--- config.mk ---
export PLATFORM = sky130hd
export DESIGN_NAME = packet_deframer_crc16_top
export DESIGN_NICKNAME = d
export VERILOG_FILES = /design/src/sv/pdc_pkg.sv /design/src/sv/pdc_in_reg.sv /design/src/sv/pdc_parser.sv /design/src/sv/pdc_out_reg.sv /design/src/sv/packet_deframer_crc16_top.sv
export SDC_FILE = /design/constraint.sdc
export NUM_CORES = 1
export LEC_CHECK = 0
export CELL_PAD_IN_SITES_DETAIL_PLACEMENT = 1
export CELL_PAD_IN_SITES_GLOBAL_PLACEMENT = 2
export CORE_MARGIN = 2
export CORE_UTILIZATION = 40
export CTS_BUF_LIST = sky130_fd_sc_hd__clkbuf_8 sky130_fd_sc_hd__clkbuf_16
export DETAILED_ROUTE_END_ITERATION = 16
export DONT_BUFFER_PORTS = 1
export GPL_ROUTABILITY_DRIVEN = 0
export HOLD_SLACK_MARGIN = 0.06
export PLACE_DENSITY = 0.82
export RECOVER_POWER = 50
export SLEW_MARGIN = 20
export SYNTH_ARGS = -nofsm -noshare
export SYNTH_HDL_FRONTEND = slang
export SYNTH_SLANG_ARGS = --single-unit
--- constraint.sdc ---
create_clock -name clk -period 7.6 [get_ports clk]
set_clock_uncertainty 0.05 [all_clocks]
set_input_delay 0 -clock clk [delete_from_list [all_inputs] [get_ports clk]]
set_output_delay 0 -clock clk [all_outputs]
set_load 0.05 [all_outputs]
--- src/sv/pdc_pkg.sv ---
// Shared types, constants and the CRC-16 byte update for the packet deframer.
// No dependencies; every other file but pdc_in_reg imports this package.
`timescale 1ns / 1ps

package pdc_pkg;

    localparam logic [7:0]  SYNC_BYTE  = 8'hC3;
    localparam logic [15:0] CRC_INIT   = 16'hFFFF;
    localparam logic [15:0] CRC_POLY   = 16'h1021;
    localparam logic [15:0] CRC_TOPBIT = 16'h8000;
    localparam logic [15:0] MAX_LEN_RESET = 16'hFFFF;

    typedef enum logic [2:0] {
        PH_HUNT    = 3'd0,
        PH_LEN_LO  = 3'd1,
        PH_LEN_HI  = 3'd2,
        PH_TYPE    = 3'd3,
        PH_CHUNKS  = 3'd4,
        PH_PAYLOAD = 3'd5,
        PH_CRC_LO  = 3'd6,
        PH_CRC_HI  = 3'd7
    } phase_t;

    typedef enum logic [1:0] {
        ST_GOOD    = 2'd0,
        ST_CRC_ERR = 2'd1,
        ST_LEN_ERR = 2'd2
    } status_t;

    // One result word as it leaves the parser.
    typedef struct packed {
        logic       valid;
        logic [7:0] data_byte;
        logic [7:0] frame_type;
        logic [7:0] chunks_left;
        logic       payload_flag;
        logic       frame_end;
        status_t    frame_status;
    } result_t;

    // CCITT-FALSE update for one byte, MSB first; unrolls to an xor network.
    function automatic logic [15:0] crc16_byte(input logic [15:0] crc, input logic [7:0] b);
        logic [15:0] c;
        c = crc ^ {b, 8'h00};
        for (int k = 0; k < 8; k++) begin
            if ((c & CRC_TOPBIT) != 16'h0000)
                c = {c[14:0], 1'b0} ^ CRC_POLY;
            else
                c = {c[14:0], 1'b0};
        end
        return c;
    endfunction

endpackage

--- src/sv/pdc_in_reg.sv ---
// Input register stage of the packet deframer: holds one received word.
// Depends on nothing but the clock and reset.
`timescale 1ns / 1ps

module pdc_in_reg (
    input  logic       clk,
    input  logic       rst_n,
    input  logic       load,
    input  logic       taken,
    input  logic [7:0] rx_byte,
    output logic       byte_valid,
    output logic [7:0] byte_data
);

    logic       valid_reg;
    logic       valid_next;
    logic [7:0] data_reg;

    always_comb
    begin
        if (load)
            valid_next = 1'b1;
        else if (taken)
            valid_next = 1'b0;
        else
            valid_next = valid_reg;
    end

    always_ff @(posedge clk or negedge rst_n)
    begin
        if (!rst_n)
            valid_reg <= 1'b0;
        else
            valid_reg <= valid_next;
    end

    always_ff @(posedge clk)
    begin
        if (load)
            data_reg <= rx_byte;
    end

    assign byte_valid = valid_reg;
    assign byte_data  = data_reg;

endmodule

--- src/sv/pdc_parser.sv ---
// Frame parser of the packet deframer: phase machine, length check and CRC.
// Depends on pdc_pkg for the phase and status codes and the CRC function.
`timescale 1ns / 1ps

module pdc_parser (
    input  logic            clk,
    input  logic            rst_n,
    input  logic            cfg_wr_en,
    input  logic [15:0]     cfg_wr_data,
    input  logic            fire,
    input  logic [7:0]      byte_data,
    output pdc_pkg::result_t result
);

    import pdc_pkg::*;

    phase_t      phase_reg, phase_next;
    logic [15:0] len_reg, len_next;
    logic [15:0] seen_reg, seen_next;
    logic [7:0]  type_reg, type_next;
    logic [7:0]  chunks_reg, chunks_next;
    logic [15:0] crc_reg, crc_next;
    logic [7:0]  crc_lo_reg, crc_lo_next;
    logic [15:0] max_len_reg;

    logic [15:0] len_full;
    logic        len_over;
    logic [15:0] seen_inc;
    logic [15:0] crc_upd;
    logic [15:0] rx_crc;

    assign len_full = {byte_data, len_reg[7:0]};
    assign len_over = len_full > max_len_reg;
    assign seen_inc = seen_reg + 16'd1;
    assign crc_upd  = crc16_byte(crc_reg, byte_data);
    assign rx_crc   = {byte_data, crc_lo_reg};

    // Next state of the phase machine and the frame context.
    always_comb
    begin
        phase_next  = phase_reg;
        len_next    = len_reg;
        seen_next   = seen_reg;
        type_next   = type_reg;
        chunks_next = chunks_reg;
        crc_next    = crc_reg;
        crc_lo_next = crc_lo_reg;
        if (fire)
        begin
            unique case (phase_reg)
                PH_HUNT:
                begin
                    if (byte_data == SYNC_BYTE)
                    begin
                        type_next   = 8'h00;
                        chunks_next = 8'h00;
                        crc_next    = CRC_INIT;
                        seen_next   = 16'h0000;
                        phase_next  = PH_LEN_LO;
                    end
                end
                PH_LEN_LO:
                begin
                    len_next   = {8'h00, byte_data};
                    phase_next = PH_LEN_HI;
                end
                PH_LEN_HI:
                begin
                    len_next   = len_full;
                    phase_next = len_over ? PH_HUNT : PH_TYPE;
                end
                PH_TYPE:
                begin
                    type_next  = byte_data;
                    phase_next = PH_CHUNKS;
                end
                PH_CHUNKS:
                begin
                    chunks_next = byte_data;
                    seen_next   = 16'h0000;
                    phase_next  = (len_reg == 16'h0000) ? PH_CRC_LO : PH_PAYLOAD;
                end
                PH_PAYLOAD:
                begin
                    crc_next  = crc_upd;
                    seen_next = seen_inc;
                    if (seen_inc >= len_reg)
                        phase_next = PH_CRC_LO;
                end
                PH_CRC_LO:
                begin
                    crc_lo_next = byte_data;
                    phase_next  = PH_CRC_HI;
                end
                PH_CRC_HI:
                begin
                    phase_next = PH_HUNT;
                end
                default:
                begin
                    phase_next = PH_HUNT;
                end
            endcase
        end
    end

    // Result word for the byte being consumed.
    always_comb
    begin
        result              = '0;
        result.frame_type   = type_reg;
        result.chunks_left  = chunks_reg;
        result.frame_status = ST_GOOD;
        unique case (phase_reg)
            PH_LEN_HI:
            begin
                if (len_over)
                begin
                    result.valid        = fire;
                    result.frame_end    = 1'b1;
                    result.frame_status = ST_LEN_ERR;
                end
            end
            PH_PAYLOAD:
            begin
                result.valid        = fire;
                result.data_byte    = byte_data;
                result.payload_flag = 1'b1;
            end
            PH_CRC_HI:
            begin
                result.valid        = fire;
                result.frame_end    = 1'b1;
                result.frame_status = (rx_crc == crc_reg) ? ST_GOOD : ST_CRC_ERR;
            end
            default:
            begin
                result.valid = 1'b0;
            end
        endcase
    end

    always_ff @(posedge clk or negedge rst_n)
    begin
        if (!rst_n)
        begin
            phase_reg   <= PH_HUNT;
            len_reg     <= 16'h0000;
            seen_reg    <= 16'h0000;
            type_reg    <= 8'h00;
            chunks_reg  <= 8'h00;
            crc_reg     <= CRC_INIT;
            crc_lo_reg  <= 8'h00;
            max_len_reg <= MAX_LEN_RESET;
        end
        else
        begin
            phase_reg  <= phase_next;
            len_reg    <= len_next;
            seen_reg   <= seen_next;
            type_reg   <= type_next;
            chunks_reg <= chunks_next;
            crc_reg    <= crc_next;
            crc_lo_reg <= crc_lo_next;
            if (cfg_wr_en)
                max_len_reg <= cfg_wr_data;
        end
    end

endmodule

--- src/sv/pdc_out_reg.sv ---
// Result register of the packet deframer: holds one word for the output channel.
// Depends on pdc_pkg for the result word type.
`timescale 1ns / 1ps

module pdc_out_reg (
    input  logic             clk,
    input  logic             rst_n,
    input  pdc_pkg::result_t result,
    input  logic             out_stall,
    output logic             out_valid,
    output logic             out_free,
    output pdc_pkg::result_t held
);

    import pdc_pkg::*;

    logic    valid_reg;
    logic    valid_next;
    result_t word_reg;

    // The register can take a new word when empty or when its word leaves now.
    assign out_free = !valid_reg || !out_stall;

    always_comb
    begin
        if (result.valid)
            valid_next = 1'b1;
        else if (out_free)
            valid_next = 1'b0;
        else
            valid_next = valid_reg;
    end

    always_ff @(posedge clk or negedge rst_n)
    begin
        if (!rst_n)
            valid_reg <= 1'b0;
        else
            valid_reg <= valid_next;
    end

    always_ff @(posedge clk)
    begin
        if (result.valid)
            word_reg <= result;
    end

    assign out_valid = valid_reg;
    assign held      = word_reg;

endmodule

--- src/sv/packet_deframer_crc16_top.sv ---
// A word is registered in the input register, consumed by the parser and its result, if
// any, registered in the result register. Throughput: one word per cycle while the output
// is not stalled, limited by the phase machine and bytewise CRC update between registers.
// Reset (asynchronous, active low) empties both registers, returns the parser
// to sync hunt and sets the length limit to 65535.
`timescale 1ns / 1ps

module packet_deframer_crc16_top (
    input  logic        clk,
    input  logic        rst_n,
    input  logic        cfg_wr_en,
    input  logic [15:0] cfg_wr_data,
    input  logic        in_valid,
    output logic        in_stall,
    input  logic [7:0]  rx_byte,
    output logic        out_valid,
    input  logic        out_stall,
    output logic [7:0]  data_byte,
    output logic [7:0]  frame_type,
    output logic [7:0]  chunks_left,
    output logic        payload_flag,
    output logic        frame_end,
    output logic [1:0]  frame_status
);

    import pdc_pkg::*;

    logic       byte_valid;
    logic [7:0] byte_data;
    logic       out_free;
    logic       fire;
    result_t    result;
    result_t    held;

    // The parser consumes a word only when the result register can take it.
    assign fire     = byte_valid && out_free;
    assign in_stall = byte_valid && !fire;

    pdc_in_reg u_in_reg (
        .clk        (clk),
        .rst_n      (rst_n),
        .load       (in_valid && !in_stall),
        .taken      (fire),
        .rx_byte    (rx_byte),
        .byte_valid (byte_valid),
        .byte_data  (byte_data)
    );

    pdc_parser u_parser (
        .clk         (clk),
        .rst_n       (rst_n),
        .cfg_wr_en   (cfg_wr_en),
        .cfg_wr_data (cfg_wr_data),
        .fire        (fire),
        .byte_data   (byte_data),
        .result      (result)
    );

    pdc_out_reg u_out_reg (
        .clk       (clk),
        .rst_n     (rst_n),
        .result    (result),
        .out_stall (out_stall),
        .out_valid (out_valid),
        .out_free  (out_free),
        .held      (held)
    );

    assign data_byte    = held.data_byte;
    assign frame_type   = held.frame_type;
    assign chunks_left  = held.chunks_left;
    assign payload_flag = held.payload_flag;
    assign frame_end    = held.frame_end;
    assign frame_status = 2'(held.frame_status);

    a_stall_cause: assert property (@(posedge clk) disable iff (!rst_n)
        in_stall |-> (out_valid && out_stall))
        else $error("input stalled without a blocked result");

    a_flag_excl: assert property (@(posedge clk) disable iff (!rst_n)
        out_valid |-> !(payload_flag && frame_end))
        else $error("result is both payload and frame end");

    a_payload_status: assert property (@(posedge clk) disable iff (!rst_n)
        (out_valid && payload_flag) |-> (frame_status == ST_GOOD))
        else $error("payload word carries an error status");

    a_len_err_hdr: assert property (@(posedge clk) disable iff (!rst_n)
        (out_valid && frame_status == ST_LEN_ERR) |->
            (frame_type == 8'h00 && chunks_left == 8'h00 && frame_end))
        else $error("length error carries header fields");

endmodule

-- Word-level counts from Yosys, hierarchy flattened
Cells that the tools add are included.
- register bits after elaboration: 129
- bits of input ports: 29
- output and inout port bits: 30
- word-level logic and storage cells: 99
- add/sub/neg operators: 1
- magnitude comparators: 2
- equality and inequality tests: 11
- muxes and demuxes: 31
- bitwise logic cells: 10
- reduce and logical (&&, ||, !) cells: 26
- operators by type and width (kind ; number):
    two-way mux 13 bit ; 8
    case mux 16 bit (2 select lines) ; 2
    case mux 16 bit (3 select lines) ; 1
    two-way mux 16 bit ; 2
    case mux 8 bit (2 select lines) ; 2
    inverter 3 bit ; 8
    case mux 3 bit (8 select lines) ; 1
    AND reduction 3 bit ; 6
    adder 16 x 1 -> 16 bit, second input constant ; 1
    equality test 16 bit ; 1
    >= comparator 16 bit ; 1
    > comparator 16 bit ; 1
    zero test 16 bit ; 1
    XOR 16 bit ; 1
    equality test 3 bit, second input constant ; 4
    nonzero test 2 bit ; 6
    two-way mux 3 bit ; 3
    equality test 8 bit, second input constant ; 1
    two-way mux 8 bit ; 1
    two-way mux 1 bit ; 7
    equality test 3 x 2 -> 1 bit, second input constant ; 2
    case mux 3 bit (2 select lines) ; 1
    zero test 1 bit ; 4
    two-way mux 2 bit ; 2
    10 further kinds ; 14

-- Logic depth before layout (Yosys ltp)
Gate-level depths: netlist of run 1.
- depth in word-level cells: 18
- mapped depth: 13
- mapped depth without buffers: 13

-- Modules after synthesis
From an unflattened synthesis of run 1, not the netlist that was laid out.
- cells, all modules: 582
- area, all modules: 6427.4 sq um
- modules (own cells, without submodules) (module ; times used ; cells an instance ; area an instance (sq um) ; sequential area each (sq um)):
    pdc_parser ; 1 ; 535 ; 5232.5 ; 2317.2
    pdc_out_reg ; 1 ; 33 ; 888.4 ; 865.8
    pdc_in_reg ; 1 ; 11 ; 276.5 ; 265.3
    packet_deframer_crc16_top ; 1 ; 3 ; 30.0 ; 0.0

-- Worst setup path after synthesis of run 1
OpenSTA, ideal clock, no wires.
- path type: reg2reg
- from: register u_parser.max_len_reg[13]
- to: register u_out_reg.word_reg, in the netlist u_out_reg.held[0], enable pin
- library setup time: 0.422 ns
- data arrival time: 3.259 ns
- required time: 7.128 ns
- slack: 3.869 ns
- cell stages (with the launch flop): 9
- path buffers: 0
- period minus slack after synthesis: 3.731 ns
- cell sequence: dfstp_2 > inv_1 > ha_1 > and4_1 > nand3_1 > nor3_1 > or2_2 > or3_4 > a21oi_1
- RTL lines (element ; RTL line ; RTL):
    start: declaration ; pdc_parser.sv:24 ; logic [15:0] max_len_reg;
    start signal: assignment ; pdc_parser.sv:166 ; max_len_reg <= cfg_wr_data;
    end signal: assignment ; pdc_out_reg.sv:45 ; word_reg <= result;
    end: declaration ; pdc_out_reg.sv:19 ; result_t word_reg;

==> impl_metrics.tcl, run 1 <==
set metrics [dict create \
    core_sq_mm 0.01526 \
    path_max_fanout 28 \
    cts-buffers-inserted 17 \
    grt.overflow.total 0 \
    fin_setup_tns_ps 0 \
    vias_per_cell 5.410 \
    routed_wire_length_per_instance_um 19.57 \
    syn_area_sq_mm 0.006266 \
    drc 0 \
    synth_edf_count 36 \
    worstSetupPathType "reg2reg" \
    p_per_area_mw_per_mm2 320.8 \
    timing.critical_path.required_ps 7650 \
    die-area_sq_mm 0.01668 \
    vias 4252 \
    grt_start_max_net_pins 94 \
    overall_routing_resource_usage_pct 20.16 \
    worst_setup_hold_path_clk_slew_ps 60 \
    met2_length_um 7956 \
    syn_to_final_growth_pct 16.83 \
    finalCriticalPeriod_ps 3129 \
    internal_power_component_w 0.001555 \
    multi_input_combinational_cell_area_sq_mm 0.002576 \
    run_status "finished clean" \
    cts-root-buf "clkbuf_16" \
    fin_crit_sh_pct 41.18 \
    slew_headroom_pct 31.85 \
    cts_tree "built" \
    power_frac_seq_pct 45.4 \
    met3_wirelength_um 563 \
    seq_cells_post_synth 129 \
    max_clock_freq_mhz 319.6 \
    power_w 0.002349 \
    final_cell_mix "dfrtp_1, nand2_1, inv_1, a22o_1, edfxtp_1" \
    htree_levels 4 \
    endpoint_kind "flop" \
    vdd_ir_drop_max_mv 0.1763 \
    sequential_cell_area_sq_mm 0.003448 \
    drt_iter0_markers 209 \
    worstReg2RegEnd "u_out_reg.held[22]" \
    fin_cells 786 \
    power_frac_comb_pct 20.7 \
    detail_route.wirelength.met1_um 6675 \
    via_count_of_the_first_global_routing_pass 4538 \
    setup_violations 0 \
    uppermost_metal_layer_occupied_by_signal_nets "met4" \
    switchingPower_w 0.0007941 \
    floorplan.rows 45 \
    crit_arrival_ps 3180 \
    drtPass1Iterations 4 \
    port_buffers 0 \
    wire_length_of_the_first_global_routing_pass_um 25310 \
    power_leakage_nw 3.093 \
    maxSlewViolCount 0 \
    switching_fraction_of_total_power_pct 33.81 \
    yosysUniqueCellTypes 59 \
    dp_hpwl_um 10090 \
    synth_cells 536 \
    post_cts_resize_count 0 \
    drive_above_1_share_pct 16.70 \
    commonest_non_fill_non_tap_cell_in_the_layout "dfrtp_1" \
    routed_wl_um 15380 \
    synthArstFlopShare_pct 72.09 \
    tightestPinTransition_ps 1019 \
    hold_viol_final 0 \
    setup.reg_to_reg.worst_slack_ps 4470 \
    clockBufferDepth 2 \
    placed_cells_incl_taps 724 \
    synthesis.area_per_instance_sq_um 11.69 \
    nets_finish 624 \
    antenna_found_initial 0 \
    postSynth.topFlopCell "dfrtp_1" \
    post_cts_buffers 0 \
    max-cap-violations 0 \
    power.clock.fraction_pct 33.8 \
    effective_utilization_at_floorplan_pct 41.07 \
    syn_nets 598 \
    final_ant_viol_nets 0 \
    dieHeight_um 129.2 \
    critical_path.reg2reg.startpoint "u_in_reg.byte_data[5]" \
    fillerInstances 1600 \
    synth-warning-count 0 \
    worstSkewPairLatency_ps 430 \
    largest_register_ff_count 28 \
    type_of_the_tightest_min_delay_check "in2async" \
    antenna-diode-count 0 \
    cts.sink_count 129 \
    boundaryPins 59 \
    seq_area_frac_synth_pct 55.03 \
    grt_setup_unrepaired "no" \
    cp-start-kind "flop" \
    chipWidth_um 129.2 \
    worst_r2r_path_depth 8 \
]
logic make-up after synthesis:
family	synth area share, %
AND/OR/NAND/NOR	11.84
AO/OA/AOI/OAI	13.88
buffers and inverters	4.094
multiplexers	1.617
XOR/XNOR	6.949
flip-flops	55.03
adder cells (fa/ha/maj)	6.590
worst max-delay path: stages (launching register included):
cell      delay (ps)
edfxtp_1         630
ha_1             430
and4_1           220
nand3_1          150
a211oi_2         280
nor4b_2          110
or3_4            420
a21oi_2          160
buf_4            330
routing by layer:
layer	vias up	track usage [%]
met5	-	0
met4	0	6.522
li1	1968	-
met2	86	33.81
met1	2180	26.03
met3	18	4.500
power by group through the flow:
stage	Combinational, W	Sequential, W	Clock (W)
6_report	0.000487	0.00107	0.000795
5_1_grt	0.000553	0.00109	0.000836
4_1_cts	0.000490	0.00107	0.000808
3_5_place_dp	0.000455	0.00108	0
3_3_place_gp	0.000434	0.00107	0
2_1_floorplan	0.000384	0.00102	0
repair_timing:
| action | CTS | global route |
|---|---|---|
| endpoints found under the setup margin | 0 | 0 |
| hold buffers | 30 | 0 |
| hold endpoints to repair | 160 | 0 |
how the worst max path moves through the flow:
stage / startpoint / slack, ps / cells after the start / to
after floorplan: u_parser.max_len_reg[13] / 3870 / 8 / u_out_reg.held[0]
after detailed placement: u_in_reg.byte_data[5] / 4550 / 8 / u_out_reg.held[22]
after CTS: u_in_reg.byte_data[5] / 4490 / 8 / u_out_reg.held[22]
after global routing: u_parser.seen_reg[0] / 4290 / 13 / u_parser.phase_reg[1]
final: u_in_reg.byte_data[5] / 4470 / 8 / u_out_reg.held[22]
after global placement: u_in_reg.byte_data[5] / 4640 / 8 / u_out_reg.held[0]
cell type report:
cell class              instances  area share, %
well taps                     211          3.606
flip-flops and latches        129          47.10
repair buffers                 31          4.444
clock inverters                15          2.051
multi-input cells             348          35.19
clock buffers                  17          5.811
inverters                      35          1.795
stage by stage:
stage	setup slack (ps)	hold WS, ps	util [%]	instance area [sq um]
floorplan	3869	-345.6	-	6266
finish	4471	129.0	47.98	7321
CTS	4495	103.7	47.98	7321
global route	4292	138.4	47.98	7321
global placement	4643	-342.4	42.12	6427
detailed placement	4548	-342.6	42.12	6427
synth_stat cells (13+ instances only):
cell type / instances / share of area [%]
nand2_1: 37 / 2.2
inv_1: 35 / 2.1
ha_1: 33 / 6.6
buf_2: 13 / 1.0
a21oi_1: 24 / 1.9
xor2_1: 15 / 2.1
nor2_1: 21 / 1.3
nand3_1: 22 / 1.8
dfrtp_1: 61 / 24
dfstp_2: 32 / 13
o21ai_0: 29 / 2.3
edfxtp_1: 36 / 17
a22o_1: 36 / 5.0
xnor2_1: 31 / 4.3
Note: power is estimated with default switching activity, not from simulation.
==> run 2: changes to the inputs <==
- ABC_AREA: unset -> 1
- PLACE_DENSITY: 0.82 -> 0.86
- clock period: 7.6 -> 3 ns (I/O delays scaled with it)
==> run 2 against run 1 <==
Net effect:
- the run now ends with capacitance limit, slew limit left
- die area increased by 2.2%
- area after synthesis rose by 2.3%
- first-iteration DRC count grew 13%
- worst hold slack improved by 27 ps
- maximum frequency increased by 21%
- cell area increased by 2.7%
- synthesized cell count increased by 26%
- clock power grew to 2.5 times the previous value
- critical path depth up 7
- global-route usage is 1.2 points higher
- largest power group unchanged
==> impl_metrics.tcl, run 2 <==
set metrics [dict create \
    run_status "complete, but fails checks" \
    violations "capacitance limit, slew limit" \
    commonest_non_fill_non_tap_cell_in_the_layout "nand2_1" \
    worst_setup_hold_path_clk_slew_ps 60 \
    cts-root-buf "clkbuf_16" \
    grt_start_max_net_pins 94 \
    smallest_hold_slack_ps 155.8 \
    synthArstFlopShare_pct 72.09 \
    max-cap-violations 1 \
    drive_above_1_share_pct 12.31 \
    fin_crit_sh_pct 86.16 \
    synthesis.area_per_instance_sq_um 9.480 \
    crit_arrival_ps 2840 \
    synth_cells 676 \
    synth_top_cells_by_count "nand2_1, inv_1, dfrtp_1" \
    nets_finish 780 \
    synth_area_leaders "dfrtp_1, edfxtp_1, dfstp_2, nand2_1, ha_1" \
    vias_per_cell 5.017 \
    synth_largest_area_cell "dfrtp_1" \
    dieHeight_um 130.6 \
    vdd_ir_drop_max_mv 0.4917 \
    placedInstanceArea_sq_mm 0.006633 \
    grt_setup_unrepaired "no" \
    routed_wl_um 16880 \
    syn_to_final_growth_pct 17.36 \
    largest_register_ff_count 28 \
    vias 4761 \
    seq_area_frac_synth_pct 53.81 \
    final_ant_viol_nets 0 \
    synth_top_area_share_pct 23.82 \
    synthMostInstantiatedCell "nand2_1" \
    maxSlewViolCount 94 \
    drt_iter0_markers 237 \
    combinational_family_with_the_most_area_after_synthesis "simple AND/OR/NAND/NOR gates" \
    setup_violations 0 \
    power_leakage_nw 3.458 \
    worstSetupPathType "reg2reg" \
    clockBufferDepth 2 \
    adder_and_majority_gate_portion_of_the_synthesized_area_pct 6.443 \
    post_synth_xor_area_fraction_pct 5.310 \
    slew_headroom_pct -57.93 \
    seq_cells_post_synth 129 \
    final_cell_mix "nand2_1, inv_1, dfrtp_1, o21ai_0, nor2_1" \
    boundaryPins 59 \
    antenna_found_initial 2 \
    port_buffers 0 \
    cp-start-kind "flop" \
    core_sq_mm 0.01577 \
    overall_routing_resource_usage_pct 21.39 \
    fillerInstances 1829 \
    finalCriticalPeriod_ps 2585 \
    hold_viol_final 0 \
    grt.overflow.total 0 \
    drtPass1Iterations 4 \
    floorplan.rows 46 \
    p_per_area_mw_per_mm2 942.4 \
    type_of_the_tightest_min_delay_check "in2reg" \
    sequential_cell_area_sq_mm 0.003448 \
    synth-warning-count 0 \
    fin_setup_tns_ps 0 \
    multi_input_combinational_cell_area_sq_mm 0.002526 \
    dp_hpwl_um 11580 \
    post_cts_buffers 0 \
    setup.reg_to_reg.worst_slack_ps 420 \
    synth-simple-area-share_pct 17.20 \
    effective_utilization_at_floorplan_pct 40.64 \
    synth_edf_count 36 \
    endpoint_kind "flop" \
    syn_area_sq_mm 0.006409 \
    die-area_sq_mm 0.01705 \
    postSynth.topFlopCell "dfrtp_1" \
    yosysUniqueCellTypes 36 \
    fin_area_sq_mm 0.007521 \
    cts_tree "built" \
    cts-buffers-inserted 17 \
    tightestPinTransition_ps 2369 \
    path_max_fanout 5 \
    via_count_of_the_first_global_routing_pass 5199 \
    htree_levels 4 \
    worstSkewPairLatency_ps 420 \
    synth_compound_gate_area_share_pct 10.19 \
    max_clock_freq_mhz 386.9 \
    drc 0 \
    timing.critical_path.required_ps 3250 \
    wire_length_of_the_first_global_routing_pass_um 27460 \
    chipWidth_um 130.6 \
    routed_wire_length_per_instance_um 17.78 \
    proportion_of_synthesized_area_in_mux_cells_pct 0.1757 \
    cts.sink_count 129 \
    syn_nets 738 \
]
run 2: layout make-up:
cell class              instances  area share (%)
well taps                     216           3.593
flip-flops and latches        129           45.85
clock inverters                15           1.946
repair buffers                 36           4.558
clock buffers                  17           5.656
diodes                          2         0.06654
inverters                      95           4.741
multi-input cells             439           33.59
run 2: what timing repair did:
| action | 4_1_cts | 5_1_grt |
|---|---|---|
| gates resized for setup | 0 | 1 |
| endpoints found under the setup margin | 0 | 2 |
| endpoints found under the hold margin | 127 | 0 |
| hold buffers | 31 | 0 |
run 2: kinds of logic (layout without fill, tap and decap cells):
family | Yosys count | after routing
flip-flops | 129 | 129
XOR/XNOR | 38 | 38
multiplexers | 1 | 1
other | 0 | 2
adder cells (fa/ha/maj) | 33 | 33
AND/OR/NAND/NOR | 251 | 251
AO/OA/AOI/OAI | 116 | 116
buffers and inverters | 108 | 163
run 2: metal layers:
metal | wire length [um] | up-vias | global-route usage, %
met5 | 0 | - | 0
met4 | 244 | 0 | 7.259
met3 | 560 | 19 | 4.397
met2 | 8381 | 83 | 36.06
met1 | 7690 | 2359 | 27.59
li1 | - | 2300 | -
run 2: critical path, cell delays in order (launching register included):
cell and delay, ps:
dfrtp_1 420, nand3_1 150, nor2_1 180, nand4_1 200, nor2_1 190, nand2_1 90
xnor2_1 200, ha_1 280, nand2_1 70, inv_1 30, o21ai_0 130, nand3_1 80
nor2_1 160, a21oi_1 110, nand2_1 90, nand2_1 50
run 2: through the flow:
step                setup slack, ps  total power (W)  utilization, %  std cells
floorplan                     636.9         0.004452               -        676
global placement              522.9         0.004886           42.06        884
detailed placement            411.3         0.005012           42.06        884
CTS                           382.8         0.007141           47.76        947
global route                  68.72         0.007548           47.69        949
finish                        415.1         0.007088           47.69        949
run 2: path summary, 6_finish.rpt:
path	from	end	depth (start not counted)
max	u_parser.seen_reg[0]	u_parser.phase_reg[1]	15
min	rx_byte[2]	u_in_reg.byte_data[2]	1
max reg2reg	u_parser.seen_reg[0]	u_parser.phase_reg[1]	15
min reg2reg	u_parser.chunks_reg[3]	u_out_reg.held[7]	0
max in group asynchronous	rst_n	u_parser.chunks_reg[5]	2
min in group asynchronous	rst_n	u_parser.seen_reg[12]	2
run 2: power breakdown:
part / switching (W) / internal, W / total [W]
Sequential: 0.000563 / 0.00238 / 0.00294
Combinational: 0.00142 / 0.000728 / 0.00215
Clock: 0.000779 / 0.00121 / 0.00199
==> run 3: changes to the inputs <==
- GPL_TIMING_DRIVEN: unset -> 0
==> run 3 against run 2 <==
Net effect:
- the flow still finishes with violations (capacitance limit, slew limit)
- total power up 2.7%
- first-iteration DRC count grew 16%
- sequential power about the same
==> impl_metrics.tcl, run 3 (synthesis results as in run 2) <==
set metrics [dict create \
    core_sq_mm 0.01577 \
    drtPass1Iterations 5 \
    routed_wire_length_per_instance_um 18.70 \
    setup_violations 0 \
    drive_above_1_share_pct 12.61 \
    placed_cells_incl_taps 892 \
    port_buffers 0 \
    dp_hpwl_um 11850 \
    floorplan.rows 46 \
    grt.overflow.total 0 \
    switchingPower_w 0.002871 \
    path_max_fanout 28 \
    drc 0 \
    final_cell_mix "nand2_1, inv_1, dfrtp_1, dlygate4sd3_1, o21ai_0" \
    worst_path_largest_cell_delay_ps 610 \
    fin_cells 986 \
    post_cts_buffers 0 \
    worst_setup_hold_path_clk_slew_ps 60 \
    endpoint_kind "flop" \
    power_frac_seq_pct 40.8 \
    path_common_cell "nand2_1" \
    finalCriticalPeriod_ps 2689 \
    timing.critical_path.required_ps 3010 \
    hold_viol_final 0 \
    critical_path.reg2reg.startpoint "u_in_reg.byte_data[1]" \
    drt_iter0_markers 276 \
    clockBufferDepth 2 \
    switching_fraction_of_total_power_pct 39.45 \
    die-area_sq_mm 0.01705 \
    vias_per_cell 5.088 \
    setup.reg_to_reg.worst_slack_ps 310 \
    max_clock_freq_mhz 371.9 \
    effective_utilization_at_floorplan_pct 40.64 \
    worstPathBufferInverterCount 0 \
    fin_crit_sh_pct 89.64 \
    worstSkewPairLatency_ps 430 \
    worstReg2RegEnd "u_out_reg.held[8]" \
    vdd_ir_drop_max_mv 0.5030 \
    worstSetupPathType "reg2reg" \
    critical-path-top-delay-family "simple AND/OR/NAND/NOR gates" \
    worst_r2r_path_depth 9 \
    tightestPinTransition_ps 2392 \
    grt_start_max_net_pins 94 \
    fin_setup_tns_ps 0 \
    type_of_the_tightest_min_delay_check "in2reg" \
    maxSlewViolCount 94 \
    cts.sink_count 129 \
    htree_levels 4 \
    nets_finish 818 \
    slew_headroom_pct -59.48 \
    power.clock.fraction_pct 28.3 \
    min_delay_path_depth 1 \
    internal_power_component_w 0.004407 \
    antenna_found_initial 1 \
    cts_tree "built" \
    cts-root-buf "clkbuf_16" \
    violations "capacitance limit, slew limit" \
    critical-path-slowest-cell "edfxtp_1" \
    cts-buffers-inserted 17 \
    vias 5017 \
    power_leakage_nw 3.610 \
    power_frac_comb_pct 30.9 \
    hold_start "rx_byte[2]" \
    cp-start-kind "flop" \
    routed_wl_um 18430 \
    grt_setup_unrepaired "no" \
    crit_arrival_ps 2700 \
    whs_endpoint "u_in_reg.byte_data[2]" \
    dieHeight_um 130.6 \
    timing.critical_path.cells "ha_1 -> nand2_1 -> nand2_1 -> nand2_1 -> a21oi_1 -> nor2_1 -> nand2_1 -> nand4_1 -> nand2_2" \
    syn_to_final_growth_pct 23.14 \
    final_ant_viol_nets 0 \
    run_status "complete, but fails checks" \
    max-cap-violations 1 \
    p_per_area_mw_per_mm2 922.2 \
    via_count_of_the_first_global_routing_pass 5637 \
    wire_length_of_the_first_global_routing_pass_um 30480 \
    chipWidth_um 130.6 \
    largest_register_ff_count 28 \
    boundaryPins 59 \
    commonest_non_fill_non_tap_cell_in_the_layout "nand2_1" \
    overall_routing_resource_usage_pct 23.90 \
]
[run 3: changes by cell type in the layout (fill, tap and decap cells not counted), moves of 2 or more]
cell,change
buf_6,+4
buf_2,+4
inv_6,+3
buf_4,-5
dlygate4sd3_1,+30
clkinvlp_4,-2
clkbuf_1,+5
[run 3: timing repair]
action / 4_1_cts / 5_1_grt
hold buffers: 61 / 0
setup endpoints to repair: 0 / 2
gates resized for setup: 0 / 3
hold endpoints to repair: 127 / 0
[run 3: final cells by class]
| type | instances | area (sq um) |
|---|---|---|
| fillers | 1797 | 7879 |
| flip-flops and latches | 129 | 3448 |
| multi-input cells | 439 | 2541 |
| repair buffers | 61 | 605.6 |
| clock buffers | 17 | 425.4 |
| inverters | 95 | 356.6 |
| well taps | 216 | 270.3 |
| clock inverters | 15 | 157.7 |
| plain buffers | 13 | 83.83 |
| diodes | 1 | 2.502 |
[run 3: worst max-delay path by stage]
| stage | cells after the start | to | startpoint | slack, ps |
|---|---|---|---|---|
| detailed placement | 9 | u_out_reg.held[6] | u_in_reg.byte_data[3] | 70 |
| global route | 15 | u_parser.phase_reg[1] | u_parser.seen_reg[0] | 60 |
| floorplan | 10 | u_out_reg.held[0] | u_parser.max_len_reg[7] | 640 |
| global placement | 5 | u_out_reg.held[6] | u_out_reg.out_valid | 140 |
| finish | 9 | u_out_reg.held[8] | u_in_reg.byte_data[1] | 310 |
| CTS | 9 | u_out_reg.held[6] | u_in_reg.byte_data[3] | 30 |
[run 3: worst register-to-register path, stage by stage, from the launching register on]
cell and delay, ps:
edfxtp_1 610, ha_1 410, nand2_1 60, nand2_1 70
nand2_1 80, a21oi_1 190, nor2_1 70, nand2_1 130
nand4_1 140, nand2_2 510
[run 3: metal layers]
layer	track usage [%]	vias up	part of all wire, %
met5	0	-	0
met4	8.949	0	2.2
met3	4.927	28	4.1
met2	42.13	113	52
met1	28.90	2504	42
li1	-	2372	-
[run 3: stage by stage]
stage	utilization (%)	setup WS, ps	hold WS (ps)	power, W	cell area (sq um)
floorplan	-	636.9	-345.6	0.004452	6409
global placement	42.35	138.8	-340.9	0.004914	6679
detailed placement	42.35	70.08	-340.8	0.005053	6679
CTS	50.03	34.03	125.9	0.007281	7890
global route	50.04	55.91	152.5	0.007752	7891
finish	50.04	310.9	148.0	0.007278	7891
[run 3: power groups by stage]
stage / Sequential [W] / Clock [W] / Combinational (W)
after floorplan: 0.00287 / 0 / 0.00158
after global placement: 0.00296 / 0 / 0.00195
after detailed placement: 0.00299 / 0 / 0.00206
after CTS: 0.00297 / 0.00208 / 0.00222
after global routing: 0.00302 / 0.00218 / 0.00255
final: 0.00297 / 0.00206 / 0.00225
